**src/hw/rtl/skw_pkg.sv**
```systemverilog
// Package with the keyword table, item types and helper functions of the keyword stripper.
`timescale 1ns / 1ps
`default_nettype none

package skw_pkg;

  localparam int KW_ROWS   = 16;
  localparam int KW_MAXLEN = 6;
  localparam int KW_LEN_W  = 3;

  // Keyword text, first character in the top byte, padded with zero bytes.
  localparam logic [KW_MAXLEN*8-1:0] KW_TEXT [KW_ROWS] = '{
    "SELECT",
    "INSERT",
    "UPDATE",
    "DELETE",
    {"UNION", 8'h00},
    {"DROP", 16'h0000},
    "CONCAT",
    "PRAGMA",
    {"1=1", 24'h000000},
    {"SLEEP", 8'h00},
    48'h0, 48'h0, 48'h0, 48'h0, 48'h0, 48'h0
  };

  localparam logic [KW_LEN_W-1:0] KW_LEN [KW_ROWS] = '{
    3'd6, 3'd6, 3'd6, 3'd6, 3'd5, 3'd4, 3'd6, 3'd6, 3'd3, 3'd5,
    3'd0, 3'd0, 3'd0, 3'd0, 3'd0, 3'd0
  };

  typedef struct packed {
    logic [7:0] char_in;
    logic       end_of_text;
  } in_item_t;

  typedef struct packed {
    logic [7:0] char_out;
    logic       has_char;
    logic       end_of_result;
  } out_item_t;

  typedef struct packed {
    logic shift;
    logic load;
  } cell_ctl_t;

  typedef enum logic {
    ST_STREAM,
    ST_DRAIN
  } skw_state_t;

  // Only A-Z fold to lower case; every other byte compares exactly.
  function automatic logic [7:0] fold(input logic [7:0] c);
    logic [7:0] r;
    r = c;
    if (c >= 8'h41 && c <= 8'h5A) begin
      r = c + 8'd32;
    end
    return r;
  endfunction

  function automatic logic [7:0] kw_char(input int row, input int pos);
    logic [KW_MAXLEN*8-1:0] text;
    text = KW_TEXT[row];
    return text[(KW_MAXLEN-1-pos)*8 +: 8];
  endfunction

endpackage

`default_nettype wire

```
**src/hw/rtl/skw_cell.sv**
```systemverilog
// One window cell: holds a byte, shifts toward the head and compares against the keyword column.
`timescale 1ns / 1ps
`default_nettype none

module skw_cell #(
  parameter int POS = 0
) (
  input  logic                         clk,
  input  skw_pkg::cell_ctl_t           ctl,
  input  logic [7:0]                   nbr_byte,
  input  logic [7:0]                   in_byte,
  output logic [7:0]                   cell_byte,
  output logic [skw_pkg::KW_ROWS-1:0]  eq
);
  import skw_pkg::*;

  always_ff @(posedge clk) begin
    if (ctl.load) begin
      cell_byte <= in_byte;
    end else if (ctl.shift) begin
      cell_byte <= nbr_byte;
    end
  end

  generate
    if (POS < KW_MAXLEN) begin : g_cmp
      for (genvar k = 0; k < KW_ROWS; k++) begin : g_kw
        assign eq[k] = (fold(cell_byte) == fold(kw_char(k, POS)));
      end
    end else begin : g_nocmp
      // No keyword reaches this far, so the column always agrees.
      assign eq = '1;
    end
  endgenerate

endmodule

`default_nettype wire

```
**src/hw/rtl/skw_match.sv**
```systemverilog
// Keyword matcher: combines the cell compare columns and picks the first keyword in table order.
`timescale 1ns / 1ps
`default_nettype none

module skw_match #(
  parameter int WINDOW_LEN  = 6,
  parameter int KEYWORD_NUM = 10
) (
  input  logic [skw_pkg::KW_ROWS-1:0]       eq [WINDOW_LEN],
  input  logic [$clog2(WINDOW_LEN+1)-1:0]   avail,
  output logic [skw_pkg::KW_LEN_W-1:0]      match_len
);
  import skw_pkg::*;

  localparam int FILL_W = $clog2(WINDOW_LEN + 1);

  logic [KW_ROWS-1:0] hit_vec;

  generate
    for (genvar k = 0; k < KW_ROWS; k++) begin : g_kw
      if (k < KEYWORD_NUM) begin : g_used
        logic hit;
        always_comb begin
          hit = (KW_LEN[k] != '0) && (FILL_W'(KW_LEN[k]) <= avail);
          for (int i = 0; i < WINDOW_LEN; i++) begin
            if (i < int'(KW_LEN[k]) && !eq[i][k]) begin
              hit = 1'b0;
            end
          end
        end
        assign hit_vec[k] = hit;
      end else begin : g_unused
        assign hit_vec[k] = 1'b0;
      end
    end
  endgenerate

  // Lowest table row wins.
  always_comb begin
    match_len = '0;
    for (int k = KW_ROWS - 1; k >= 0; k--) begin
      if (hit_vec[k]) begin
        match_len = KW_LEN[k];
      end
    end
  end

endmodule

`default_nettype wire

```
**src/hw/rtl/sql_keyword_stripper.sv**
```systemverilog
// Top level of the keyword stripper: window cell chain, head decision and result register.
// Usage:
//   Text bytes arrive on the text channel (text_valid / text_ready / text_item), one byte
//   per transfer, with end_of_text set on the last byte of a string. Kept bytes leave on
//   the result channel (result_valid / result_ready / result_item), one per transfer.
//   While a string streams, the block takes one byte every cycle while the receiver
//   keeps up. A byte is decided once the WINDOW_LEN - 1 bytes after it are held; the
//   head decision then runs, and a kept byte is written into the output register.
//   A transfer with end_of_text starts a drain of the window: one head decision per cycle
//   for each byte still held while the receiver keeps up, then the final result is sent.
//   text_ready stays low for the whole drain, and receiver stalls on kept bytes lengthen
//   it. The last byte kept in the drain carries end_of_result; a string whose drain
//   keeps nothing ends with a single result with has_char low.
//   A stalled receiver holds the output register; the chain keeps accepting bytes until
//   the window is full and its head decision needs the output register.
//   Synchronous reset empties the window, clears the skip count and the drain state, and
//   drops any result not yet transferred.
`timescale 1ns / 1ps
`default_nettype none

module sql_keyword_stripper #(
  parameter int WINDOW_LEN  = 6,
  parameter int KEYWORD_NUM = 10
) (
  input  logic                clk,
  input  logic                rst,
  input  logic                text_valid,
  output logic                text_ready,
  input  skw_pkg::in_item_t   text_item,
  output logic                result_valid,
  input  logic                result_ready,
  output skw_pkg::out_item_t  result_item
);
  import skw_pkg::*;

  localparam int FILL_W = $clog2(WINDOW_LEN + 1);

  // Control state.
  skw_state_t          state, state_next;
  logic [FILL_W-1:0]   fill, fill_next;
  logic [KW_LEN_W-1:0] skip, skip_next;
  logic                hold_valid, hold_valid_next;
  logic [7:0]          hold_byte;

  // Cell chain.
  logic [7:0]          cell_bytes [WINDOW_LEN];
  logic [KW_ROWS-1:0]  cell_eq    [WINDOW_LEN];
  logic [KW_LEN_W-1:0] match_len;

  // Decision and handshake terms.
  logic                text_accept;
  logic                out_free;
  logic                emit;
  logic                step_go;
  logic                drain_done;
  logic [FILL_W-1:0]   load_idx;
  logic                push_valid;
  out_item_t           push_item;

  assign text_accept = text_valid && text_ready;
  assign out_free    = !result_valid || result_ready;

  // The head byte is kept when it is not inside a dropped keyword and no keyword starts there.
  assign emit = (skip == '0) && (match_len == '0);

  // The new byte lands in the first free cell after this cycle's shift.
  assign load_idx = fill - FILL_W'(step_go);

  generate
    for (genvar i = 0; i < WINDOW_LEN; i++) begin : g_cell
      cell_ctl_t  ctl;
      logic [7:0] nbr;
      assign ctl.shift = step_go;
      assign ctl.load  = text_accept && (load_idx == FILL_W'(i));
      if (i == WINDOW_LEN - 1) begin : g_tail
        assign nbr = text_item.char_in;
      end else begin : g_body
        assign nbr = cell_bytes[i+1];
      end
      skw_cell #(
        .POS (i)
      ) u_cell (
        .clk       (clk),
        .ctl       (ctl),
        .nbr_byte  (nbr),
        .in_byte   (text_item.char_in),
        .cell_byte (cell_bytes[i]),
        .eq        (cell_eq[i])
      );
    end
  endgenerate

  // Only keywords that fit in the bytes held from the head onward can match.
  skw_match #(
    .WINDOW_LEN  (WINDOW_LEN),
    .KEYWORD_NUM (KEYWORD_NUM)
  ) u_match (
    .eq        (cell_eq),
    .avail     (fill),
    .match_len (match_len)
  );

  // Next state.
  always_comb begin
    state_next = state;
    unique case (state)
      ST_STREAM: begin
        if (text_accept && text_item.end_of_text) begin
          state_next = ST_DRAIN;
        end
      end
      ST_DRAIN: begin
        if (drain_done) begin
          state_next = ST_STREAM;
        end
      end
      default: state_next = ST_STREAM;
    endcase
  end

  // Decisions and output selection.
  always_comb begin
    step_go    = 1'b0;
    drain_done = 1'b0;
    text_ready = 1'b0;
    push_valid = 1'b0;
    push_item  = '{char_out: cell_bytes[0], has_char: 1'b1, end_of_result: 1'b0};
    hold_valid_next = hold_valid;
    unique case (state)
      ST_STREAM: begin
        // A full window decides its head; a kept byte needs room in the output register.
        step_go    = (fill == FILL_W'(WINDOW_LEN)) && (!emit || out_free);
        text_ready = (fill != FILL_W'(WINDOW_LEN)) || step_go;
        push_valid = step_go && emit;
      end
      ST_DRAIN: begin
        // Kept bytes pass through the hold register so the last one can be marked.
        if (fill != '0) begin
          step_go = !emit || !hold_valid || out_free;
          if (step_go && emit) begin
            push_valid      = hold_valid;
            push_item       = '{char_out: hold_byte, has_char: 1'b1, end_of_result: 1'b0};
            hold_valid_next = 1'b1;
          end
        end else begin
          drain_done = out_free;
          if (drain_done) begin
            push_valid      = 1'b1;
            hold_valid_next = 1'b0;
            if (hold_valid) begin
              push_item = '{char_out: hold_byte, has_char: 1'b1, end_of_result: 1'b1};
            end else begin
              push_item = '{char_out: 8'h00, has_char: 1'b0, end_of_result: 1'b1};
            end
          end
        end
      end
      default: begin
        step_go = 1'b0;
      end
    endcase
  end

  // Window bookkeeping.
  always_comb begin
    fill_next = fill - FILL_W'(step_go) + FILL_W'(text_accept);
    skip_next = skip;
    if (step_go) begin
      if (skip != '0) begin
        skip_next = skip - KW_LEN_W'(1);
      end else if (match_len != '0) begin
        skip_next = match_len - KW_LEN_W'(1);
      end
    end
    if (drain_done) begin
      skip_next = '0;
    end
  end

  always_ff @(posedge clk) begin
    if (rst) begin
      state        <= ST_STREAM;
      fill         <= '0;
      skip         <= '0;
      hold_valid   <= 1'b0;
      result_valid <= 1'b0;
    end else begin
      state      <= state_next;
      fill       <= fill_next;
      skip       <= skip_next;
      hold_valid <= hold_valid_next;
      if (push_valid) begin
        result_valid <= 1'b1;
      end else if (result_ready) begin
        result_valid <= 1'b0;
      end
    end
  end

  // Payload registers.
  always_ff @(posedge clk) begin
    if (push_valid) begin
      result_item <= push_item;
    end
    if (state == ST_DRAIN && step_go && emit) begin
      hold_byte <= cell_bytes[0];
    end
  end

endmodule

`default_nettype wire

```
**config.mk**
```make
export PLATFORM = sky130hd
export DESIGN_NAME = sql_keyword_stripper
export DESIGN_NICKNAME = d
export VERILOG_FILES = /design/src/hw/rtl/skw_pkg.sv /design/src/hw/rtl/skw_cell.sv /design/src/hw/rtl/skw_match.sv /design/src/hw/rtl/sql_keyword_stripper.sv
export SDC_FILE = /design/constraint.sdc
export NUM_CORES = 1
export LEC_CHECK = 0
export BUFFER_PORTS_ARGS = -buffer_cell sky130_fd_sc_hd__buf_4
export CORE_MARGIN = 4
export CORE_UTILIZATION = 45
export CTS_CLUSTER_DIAMETER = 60
export DETAILED_ROUTE_END_ITERATION = 10
export PLACE_DENSITY = 0.69
export SYNTH_ARGS = -nofsm -noshare
export SYNTH_HDL_FRONTEND = slang
export SYNTH_SLANG_ARGS = --single-unit
```
**constraint.sdc**
```tcl
create_clock -name clk -period 5.97 [get_ports clk]
set_clock_uncertainty 0.1 [all_clocks]
set_input_delay 0.8955 -clock clk [delete_from_list [all_inputs] [get_ports clk]]
set_output_delay 0.8955 -clock clk [all_outputs]
set_load 0.02 [all_outputs]
```
==> results of run 1 <==
-- kinds of logic after synthesis --
logic type,after synthesis
compound gates,73
xor+xnor,3
fa+ha+maj,11
buf+inv,25
flops,75
mux,42
simple gates,194
-- worst paths after layout --
kind	slack (ns)	to	startpoint	depth (start not counted)
max reg2reg	0.88	g_cell[2].u_cell.cell_byte[2]	g_cell[2].u_cell.cell_byte[5]	16
min reg2reg	0.45	result_item[2]	hold_byte[0]	1
max	0.88	g_cell[2].u_cell.cell_byte[2]	g_cell[2].u_cell.cell_byte[5]	16
min	0.45	result_item[2]	hold_byte[0]	1
-- metrics by stage --
| step | worst slack, ns | cells | hold slack, ns | power, W | cell area [µm²] |
|---|---|---|---|---|---|
| after floorplan | 1.22 | 423 | 0.355 | 0.00110 | 4640 |
| after global placement | 1.09 | 571 | 0.427 | 0.00124 | 4950 |
| after detailed placement | 0.946 | 571 | 0.428 | 0.00125 | 4950 |
| after CTS | 0.915 | 587 | 0.447 | 0.00171 | 5180 |
| after global routing | 0.579 | 587 | 0.462 | 0.00179 | 5180 |
| final | 0.879 | 587 | 0.446 | 0.00170 | 5180 |
-- power by group through the flow --
stage / Clock, W / Sequential [W] / Combinational, W
after floorplan: 0 / 0.000769 / 0.000333
after global placement: 0 / 0.000826 / 0.000412
after detailed placement: 0 / 0.000831 / 0.000423
after CTS: 0.000467 / 0.000819 / 0.000425
after global routing: 0.000485 / 0.000834 / 0.000467
final: 0.000460 / 0.000821 / 0.000422
-- critical path: stages, from the launching register on --
cell and delay, ns:
sky130_fd_sc_hd__edfxtp_1 0.48, sky130_fd_sc_hd__ha_1 0.35, sky130_fd_sc_hd__nor2b_1 0.13, sky130_fd_sc_hd__o211ai_1 0.52, sky130_fd_sc_hd__nor3_1 0.16, sky130_fd_sc_hd__and3_2 0.28, sky130_fd_sc_hd__a211oi_2 0.45, sky130_fd_sc_hd__nand4_1 0.15
sky130_fd_sc_hd__a32oi_1 0.26, sky130_fd_sc_hd__buf_4 0.20, sky130_fd_sc_hd__inv_1 0.07, sky130_fd_sc_hd__ha_1 0.19, sky130_fd_sc_hd__ha_1 0.22, sky130_fd_sc_hd__xor2_1 0.22, sky130_fd_sc_hd__nor2_1 0.37, sky130_fd_sc_hd__nand4b_4 0.25
sky130_fd_sc_hd__nand2_1 0.35
-- metal layers --
metal  up-vias  GRT usage, %  share of wire [%]
met1      1788          28.4                 42
met2       155          36.5                 48
met3        42          3.52                5.6
met5         -             0                  0
li1       1718             -                  -
met4         0          9.80                4.0
-- registers in the layout, summed over array words and instances, names as in the netlist --
signal,flops
g_cell.u_cell.cell_byte,48
result_item,10
hold_byte,8
fill,3
skip,3
hold_valid,1
result_valid,1
state,1
-- placed cells by master, fill, tap and decap left out, types with 8 or more instances in the layout --
master / count
sky130_fd_sc_hd__edfxtp_1: 66
sky130_fd_sc_hd__mux2_2: 40
sky130_fd_sc_hd__nand2_1: 29
sky130_fd_sc_hd__nor3_1: 28
sky130_fd_sc_hd__nor2_1: 27
sky130_fd_sc_hd__buf_4: 26
sky130_fd_sc_hd__nor2b_1: 19
sky130_fd_sc_hd__inv_1: 14
sky130_fd_sc_hd__nor4_1: 13
sky130_fd_sc_hd__a21oi_1: 11
sky130_fd_sc_hd__ha_1: 11
sky130_fd_sc_hd__nand3_1: 10
sky130_fd_sc_hd__o21ai_0: 10
sky130_fd_sc_hd__a22o_1: 9
sky130_fd_sc_hd__clkbuf_8: 9
sky130_fd_sc_hd__dfxtp_1: 9
sky130_fd_sc_hd__nand4_1: 8
sky130_fd_sc_hd__nor4b_1: 8
-- layout make-up --
type                            instances  area [µm²]
Clock buffer                           10         128
Tap cell                              133         166
Clock inverter                          6        96.3
Multi-Input combinational cell        323        2380
Timing Repair Buffer                   26         195
Inverter                               14        52.6
Fill cell                             904        4730
Sequential cell                        75        2160
==> results_tabular.tex, run 1 <==
\begin{tabular}{lr}
\hline
Metric & Value \\
\hline
\multicolumn{2}{l}{\textbf{Min path}} \\
\quad Class of the tightest hold or removal check & reg2reg \\
\multicolumn{2}{l}{\textbf{Die}} \\
\quad Chip height & $\sim$110 µm \\
\quad Die W & roughly 110 µm \\
\quad CORE AREA & between 9000 and 10,000 µm² \\
\quad Initial cell density of the core & a little under half \\
\quad Floorplan row count & 36 \\
\quad Die Area & 12,000 µm² \\
\quad Boundary pin count & 25 \\
\multicolumn{2}{l}{\textbf{Synthesis}} \\
\quad Sequential area share after synthesis & approximately 47\% \\
\quad Number of register bits inferred by synthesis & 75 \\
\quad Most frequently used flop master after synthesis & sky130\_fd\_sc\_hd\_\_edfxtp\_1 \\
\quad Avg Cell Area, Syn & approximately 11 µm² \\
\quad Number of distinct standard cells referenced by the synthesized netlist & 66 \\
\quad Area share of the leading cell type in the synthesized netlist & 42.7\% \\
\quad Fraction of synthesized cell area in xor and xnor cells & less than 1\% \\
\quad Mux cell area share after synthesis & $\sim$10\% \\
\quad Leading cell types by count after synthesis & sky130\_fd\_sc\_hd\_\_edfxtp\_1, sky130\_fd\_sc\_hd\_\_mux2\_2, sky130\_fd\_sc\_hd\_\_nand2\_1 \\
\quad EDFF count, synth & 66 \\
\quad Combinational family with the most area after synthesis & simple AND/OR/NAND/NOR gates \\
\quad Count of warnings emitted by yosys & 0 \\
\quad Largest cells by area after synthesis & sky130\_fd\_sc\_hd\_\_edfxtp\_1, sky130\_fd\_sc\_hd\_\_mux2\_2, sky130\_fd\_sc\_hd\_\_dfxtp\_1 \\
\quad Post-Syn Nets & 447 \\
\quad Area fraction in compound gates after synthesis & between 10\% and 20\% \\
\quad Post-Synth Adder-Cell Area & under 10\% \\
\quad Most frequently used cell type in the post-synthesis netlist & sky130\_fd\_sc\_hd\_\_edfxtp\_1 \\
\quad Synth area leader & sky130\_fd\_sc\_hd\_\_edfxtp\_1 \\
\quad Mapped cell area & 4640 µm² \\
\quad Synthesized instance count & 423 \\
\quad Async set-reset flop share out of synthesis & 0\% \\
\quad Fraction of the mapped netlist area in simple logic gates & approximately 26\% \\
\multicolumn{2}{l}{\textbf{Clocking}} \\
\quad Clock latency reported for the late side of the worst-skew pair & 0.36 ns \\
\quad Clk sinks & 75 \\
\quad Clock transition at the registers of the reported paths & 0.10 ns \\
\quad Count of buffers added by post-CTS timing repair for setup & 0 \\
\quad Hold-fix buffer count after cts & 0 \\
\quad CTS tree & done \\
\quad Master cell of the clock root buffer & sky130\_fd\_sc\_hd\_\_clkbuf\_8 \\
\quad H-tree levels & 3 \\
\quad Cts bufs inserted & 9 \\
\quad \# resized after CTS & 0 \\
\quad Bufs on Longest Clock Path & 2 \\
\multicolumn{2}{l}{\textbf{Pwr}} \\
\quad Sequential group share of total power & 48.2\% \\
\quad P\_sw & around 0.00058 W \\
\quad Switching Share & between 30 and 40\% \\
\quad Share of power burned in the clock network & 27.0\% \\
\quad Worst VDD drop & $\sim$0.25 mV \\
\quad Part of the power in combinational logic & between 20 and 25\% \\
\quad Power density relative to cell area & 329 nW/µm² \\
\quad Leakage power of the design & between 1.5 and 2 nW \\
\quad Internal power & between 0.001 and 0.0015 W \\
\multicolumn{2}{l}{\textbf{STA}} \\
\quad Setup repair after global routing missed its margin & no \\
\quad Maximum achievable frequency & roughly 0.2 GHz \\
\quad Remaining max-slew budget at the tightest pin & a little over half \\
\quad Transition time at the pin with the least slew margin & between 0.6 and 0.7 ns \\
\quad Fin. max-slew vios & 0 \\
\quad Final-report setup violation count & 0 \\
\quad Post-Route Setup TNS & 0 ns \\
\quad Time the worst path needs with I/O delays and setup & about 5.1 ns \\
\quad Final Hold Viols & 0 \\
\quad Final critical-path share of the clock period & between 80 and 90\% \\
\multicolumn{2}{l}{\textbf{Global routing}} \\
\quad Pin count of the biggest net entering global routing & 15 \\
\quad GR Overflow Total & 0 \\
\quad Initial antenna violation count & 0 \\
\quad Wire length of the first global-routing pass & $\sim$20,000 µm \\
\quad Overall routing resource usage & $\sim$22\% \\
\quad Vias in the first global route & roughly 3,700 \\
\multicolumn{2}{l}{\textbf{Detailed routing}} \\
\quad DRC errors left & 0 \\
\quad TritonRoute pass-1 iters & 5 \\
\quad Overall via count from detail\_route & between 3,000 and 4,000 \\
\quad Routed wire per std cell & approximately 21 µm \\
\quad Antenna viol nets, final & 0 \\
\quad Number of vias per cell after detailed routing & between 6 and 7 \\
\quad Routed wire length & about 12,000 µm \\
\quad Starting DRC count in detailed routing & 320 \\
\multicolumn{2}{l}{\textbf{Status}} \\
\quad Result of the run & completed \\
\multicolumn{2}{l}{\textbf{Layout}} \\
\quad Number of nets in the layout & approximately 470 \\
\quad Count of antenna diodes in the layout & 0 \\
\quad Post-layout utilization of the core & between 50\% and 60\% \\
\quad Share of cells above drive strength 1 & about 22\% \\
\quad Area growth syn-to-layout & 11.6\% \\
\multicolumn{2}{l}{\textbf{Worst setup path}} \\
\quad Endpoint kind of the worst setup timing path & register \\
\quad Top fanout value on the critical path & 9 \\
\quad Worst setup SP type & register \\
\quad Critical Setup Path Class & reg2reg \\
\quad Worst endpoint required time & slightly below 6 ns \\
\quad Arrival time reported for the critical path endpoint & approximately 5 ns \\
\multicolumn{2}{l}{\textbf{Placement}} \\
\quad Last weighted congestion value of the routability-driven placer & about 1.0 \\
\quad Half-perimeter wire length after detailed placement & 9490 µm \\
\quad Port-buffer cells & 24 \\
\multicolumn{2}{l}{\textbf{Job}} \\
\quad Max-cap check violation count & 0 \\
\hline
\end{tabular}
No activity file was read; power rests on OpenSTA's default activity.
==> run 2: changes to the inputs <==
Settings changed: CAP_MARGIN set to 30, CORE_MARGIN 4 to 3, RECOVER_POWER set to 50.
==> run 2 against run 1 <==
Net effect: sequential cell count did not move; sequential share of layout area rose by 0.69 points; register-to-register slack got worse by 0.22 ns; design area fell by 1.6%; critical endpoint is now g_cell[2].u_cell.cell_byte[0]; largest power group unchanged; routed wire length barely moved; maximum frequency fell by 4.1%; worst hold slack got worse by 0.0010 ns; largest cell class unchanged; die area fell by 3.6%; total power fell by 0.89%.
==> results_tabular.tex, run 2 (synthesis gave the netlist of run 1 again) <==
\begin{tabular}{lr}
\hline
Metric & Value \\
\hline
\multicolumn{2}{l}{\textbf{Layout}} \\
\quad Most flops, register & g\_cell.u\_cell.cell\_byte \\
\quad Share of cells above drive strength 1 & 17.2\% (-4.8 points) \\
\quad Flip-flop count of the largest register, all copies and words added & 48 (unchanged) \\
\quad Most common cell after layout, fill and taps aside & sky130\_fd\_sc\_hd\_\_edfxtp\_1 \\
\quad Area growth syn-to-layout & 9.76\% \\
\quad Count of antenna diodes in the layout & 0 (unchanged) \\
\quad Count of non-filler cells in the finished layout & 587 (unchanged) \\
\quad Highest-count cells in the layout ignoring fill and taps & sky130\_fd\_sc\_hd\_\_edfxtp\_1, sky130\_fd\_sc\_hd\_\_mux2\_2, sky130\_fd\_sc\_hd\_\_nor3\_1, sky130\_fd\_sc\_hd\_\_nand2\_1, sky130\_fd\_sc\_hd\_\_nor2\_1 \\
\quad Number of nets in the layout & 473 (unchanged) \\
\quad Top Registers & g\_cell.u\_cell.cell\_byte (48), result\_item (10), hold\_byte (8) \\
\multicolumn{2}{l}{\textbf{Pwr}} \\
\quad Power density relative to cell area & 332 nW/µm² (+0.75\%) \\
\quad Power Total & 0.00169 W (-0.89\%) \\
\quad Leakage power of the design & 1.66 nW (-4.3\%) \\
\quad Worst VDD drop & 0.215 mV (-12\%) \\
\multicolumn{2}{l}{\textbf{Detailed routing}} \\
\quad Routed wire per std cell & 21.1 µm (about the same) \\
\quad Starting DRC count in detailed routing & 395 (+23\%) \\
\quad DRC errors left & 0 (unchanged) \\
\quad Antenna viol nets, final & 0 (unchanged) \\
\quad Routed wire length & 12,400 µm (about the same) \\
\quad Overall via count from detail\_route & 3,637 (-1.8\%) \\
\quad Number of vias per cell after detailed routing & 6.20 (-1.8\%) \\
\quad TritonRoute pass-1 iters & 5 (unchanged) \\
\multicolumn{2}{l}{\textbf{Global routing}} \\
\quad Overall routing resource usage & 21.9\% (-0.14 points) \\
\quad Pin count of the biggest net entering global routing & 15 (unchanged) \\
\quad Vias in the first global route & 3,601 (-2.0\%) \\
\quad Initial antenna violation count & 0 (unchanged) \\
\quad GR Overflow Total & 0 (unchanged) \\
\quad Wire length of the first global-routing pass & 19,400 µm (-2.7\%) \\
\multicolumn{2}{l}{\textbf{Worst setup path}} \\
\quad Top fanout value on the critical path & 9 (unchanged) \\
\quad Dominant delay contributor by cell family on the critical path & simple AND/OR/NAND/NOR gates \\
\quad Number of buffer and inverter stages on the critical path & 2 (unchanged) \\
\quad Most common cell on crit path & sky130\_fd\_sc\_hd\_\_ha\_1 \\
\quad Worst setup SP type & register \\
\quad Standard cell with the maximum stage delay on the critical path & sky130\_fd\_sc\_hd\_\_nor3\_1 \\
\quad Endpoint of the worst-slack reg-to-reg timing path & g\_cell[2].u\_cell.cell\_byte[0] \\
\quad Depth of the worst register-to-register path & 17 (+1) \\
\quad Cells along the critical path & ha\_1 > nor2b\_1 > o211ai\_1 > nor3\_1 > nand3\_1 > a21oi\_1 > nor3\_1 > nand3\_1 > a32oi\_1 > buf\_4 > inv\_1 > ha\_1 > ha\_1 > xor2\_1 > nor2\_1 > nand4b\_4 > nand2\_1 \\
\quad Endpoint kind of the worst setup timing path & register \\
\quad Arrival time reported for the critical path endpoint & 5.23 ns (+0.21 ns) \\
\quad Worst endpoint required time & 5.89 ns (about the same) \\
\quad Worst reg2reg path startpoint & g\_cell[2].u\_cell.cell\_byte[5] \\
\quad Stage delay of the slowest cell on the critical path & 0.67 ns (+0.15 ns) \\
\quad Register-to-register path setup slack & 0.66 ns (-0.22 ns) \\
\quad Critical Setup Path Class & reg2reg \\
\multicolumn{2}{l}{\textbf{Clocking}} \\
\quad Bufs on Longest Clock Path & 2 (unchanged) \\
\quad Hold-fix buffer count after cts & 0 (unchanged) \\
\quad Cts bufs inserted & 9 (unchanged) \\
\quad CTS tree & done \\
\quad Clock transition at the registers of the reported paths & 0.08 ns (-0.02 ns) \\
\quad \# resized after CTS & 0 (unchanged) \\
\quad Clock latency reported for the late side of the worst-skew pair & 0.35 ns (about the same) \\
\quad Clk sinks & 75 (unchanged) \\
\quad H-tree levels & 3 (unchanged) \\
\quad Master cell of the clock root buffer & sky130\_fd\_sc\_hd\_\_clkbuf\_8 \\
\quad Count of buffers added by post-CTS timing repair for setup & 0 (unchanged) \\
\multicolumn{2}{l}{\textbf{Placement}} \\
\quad Last weighted congestion value of the routability-driven placer & 0.949 (-5.3\%) \\
\quad Cell Count Post-Placement & 571 (unchanged) \\
\quad Half-perimeter wire length after detailed placement & 9410 µm (-0.84\%) \\
\quad Port-buffer cells & 24 (unchanged) \\
\quad Post-placement worst setup slack & 0.971 ns (+0.0256 ns) \\
\multicolumn{2}{l}{\textbf{Min path}} \\
\quad Worst Hold Endpoint & result\_item[3] \\
\quad Critical hold path startpoint & hold\_byte[1] \\
\quad Worst Hold Depth & 1 (unchanged) \\
\quad Class of the tightest hold or removal check & reg2reg \\
\multicolumn{2}{l}{\textbf{STA}} \\
\quad Final-report setup violation count & 0 (unchanged) \\
\quad Final critical-path share of the clock period & 88.9\% (+3.7 points) \\
\quad Remaining max-slew budget at the tightest pin & 46.7\% (-7.5 points) \\
\quad Setup repair after global routing missed its margin & no \\
\quad Transition time at the pin with the least slew margin & 0.793 ns (+0.123 ns) \\
\quad Post-Route Setup TNS & 0 ns (unchanged) \\
\quad Time the worst path needs with I/O delays and setup & 5.31 ns (+0.219 ns) \\
\quad Final Hold Viols & 0 (unchanged) \\
\quad Final-layout worst hold slack & 0.445 ns (-0.00101 ns) \\
\quad Least setup slack across all paths after layout & 0.660 ns (-0.219 ns) \\
\quad Fin. max-slew vios & 0 (unchanged) \\
\quad Maximum achievable frequency & 0.188 GHz (-4.1\%) \\
\multicolumn{2}{l}{\textbf{Die}} \\
\quad CORE AREA & 9910 µm² (unchanged) \\
\quad Chip height & 108 µm (-1.8\%) \\
\quad Die W & 108 µm (-1.8\%) \\
\quad Boundary pin count & 25 (unchanged) \\
\quad Initial cell density of the core & 46.8\% (unchanged) \\
\quad Floorplan row count & 36 (unchanged) \\
\quad Die Area & 11,600 µm² (-3.6\%) \\
\multicolumn{2}{l}{\textbf{Status}} \\
\quad Result of the run & completed \\
\multicolumn{2}{l}{\textbf{Job}} \\
\quad Max-cap check violation count & 0 (unchanged) \\
\hline
\end{tabular}
==> run 2: how the worst max path moves through the flow <==
stage                                   from                       endpoint  depth (start not counted)
2_1_floorplan  g_cell[2].u_cell.cell_byte[5]  g_cell[5].u_cell.cell_byte[0]                         13
3_3_place_gp   g_cell[2].u_cell.cell_byte[5]  g_cell[2].u_cell.cell_byte[7]                         17
3_5_place_dp   g_cell[2].u_cell.cell_byte[5]  g_cell[2].u_cell.cell_byte[3]                         17
4_1_cts        g_cell[2].u_cell.cell_byte[5]  g_cell[2].u_cell.cell_byte[3]                         17
5_1_grt        g_cell[2].u_cell.cell_byte[5]  g_cell[2].u_cell.cell_byte[3]                         17
6_report       g_cell[2].u_cell.cell_byte[5]  g_cell[2].u_cell.cell_byte[0]                         17
==> run 2: layout make-up <==
type                            count  area, µm²
Tap cell                          133        166
Clock inverter                      6       96.3
Timing Repair Buffer               26        120
Multi-Input combinational cell    323       2370
Inverter                           14       52.6
Fill cell                         919       4820
Sequential cell                    75       2160
Clock buffer                       10        128
==> run 2: worst reg2reg max path, delay by kind of cell (launching register included) <==
kind	cells	cell delay, ns
AOI/OAI and AO/OA	3	0.89
xor gates and xnor gates	1	0.21
adders and majority gates	3	0.74
buffers and inverters	2	0.29
DFF	1	0.49
and+or+nand+nor	8	2.24
==> run 2: layer usage <==
layer	share of wire (%)	up-vias	GRT usage [%]
li1	-	1717	-
met1	44	1756	28.9
met2	48	132	36.2
met3	5.0	32	3.30
met4	3.0	0	8.57
met5	0	-	0
==> run 2: power by group <==
part / internal (W) / switching, W
combinational: 0.000177 / 0.000235
sequential: 0.000694 / 0.000129
clock: 0.000242 / 0.000213
total: 0.00111 / 0.000577
==> run 2: through the flow <==
stage	cell area, µm²	utilization, %
2_1_floorplan	4640	-
3_3_place_gp	4950	50.0
3_5_place_dp	4950	50.0
4_1_cts	5180	52.2
5_1_grt	5090	51.4
6_report	5090	51.4
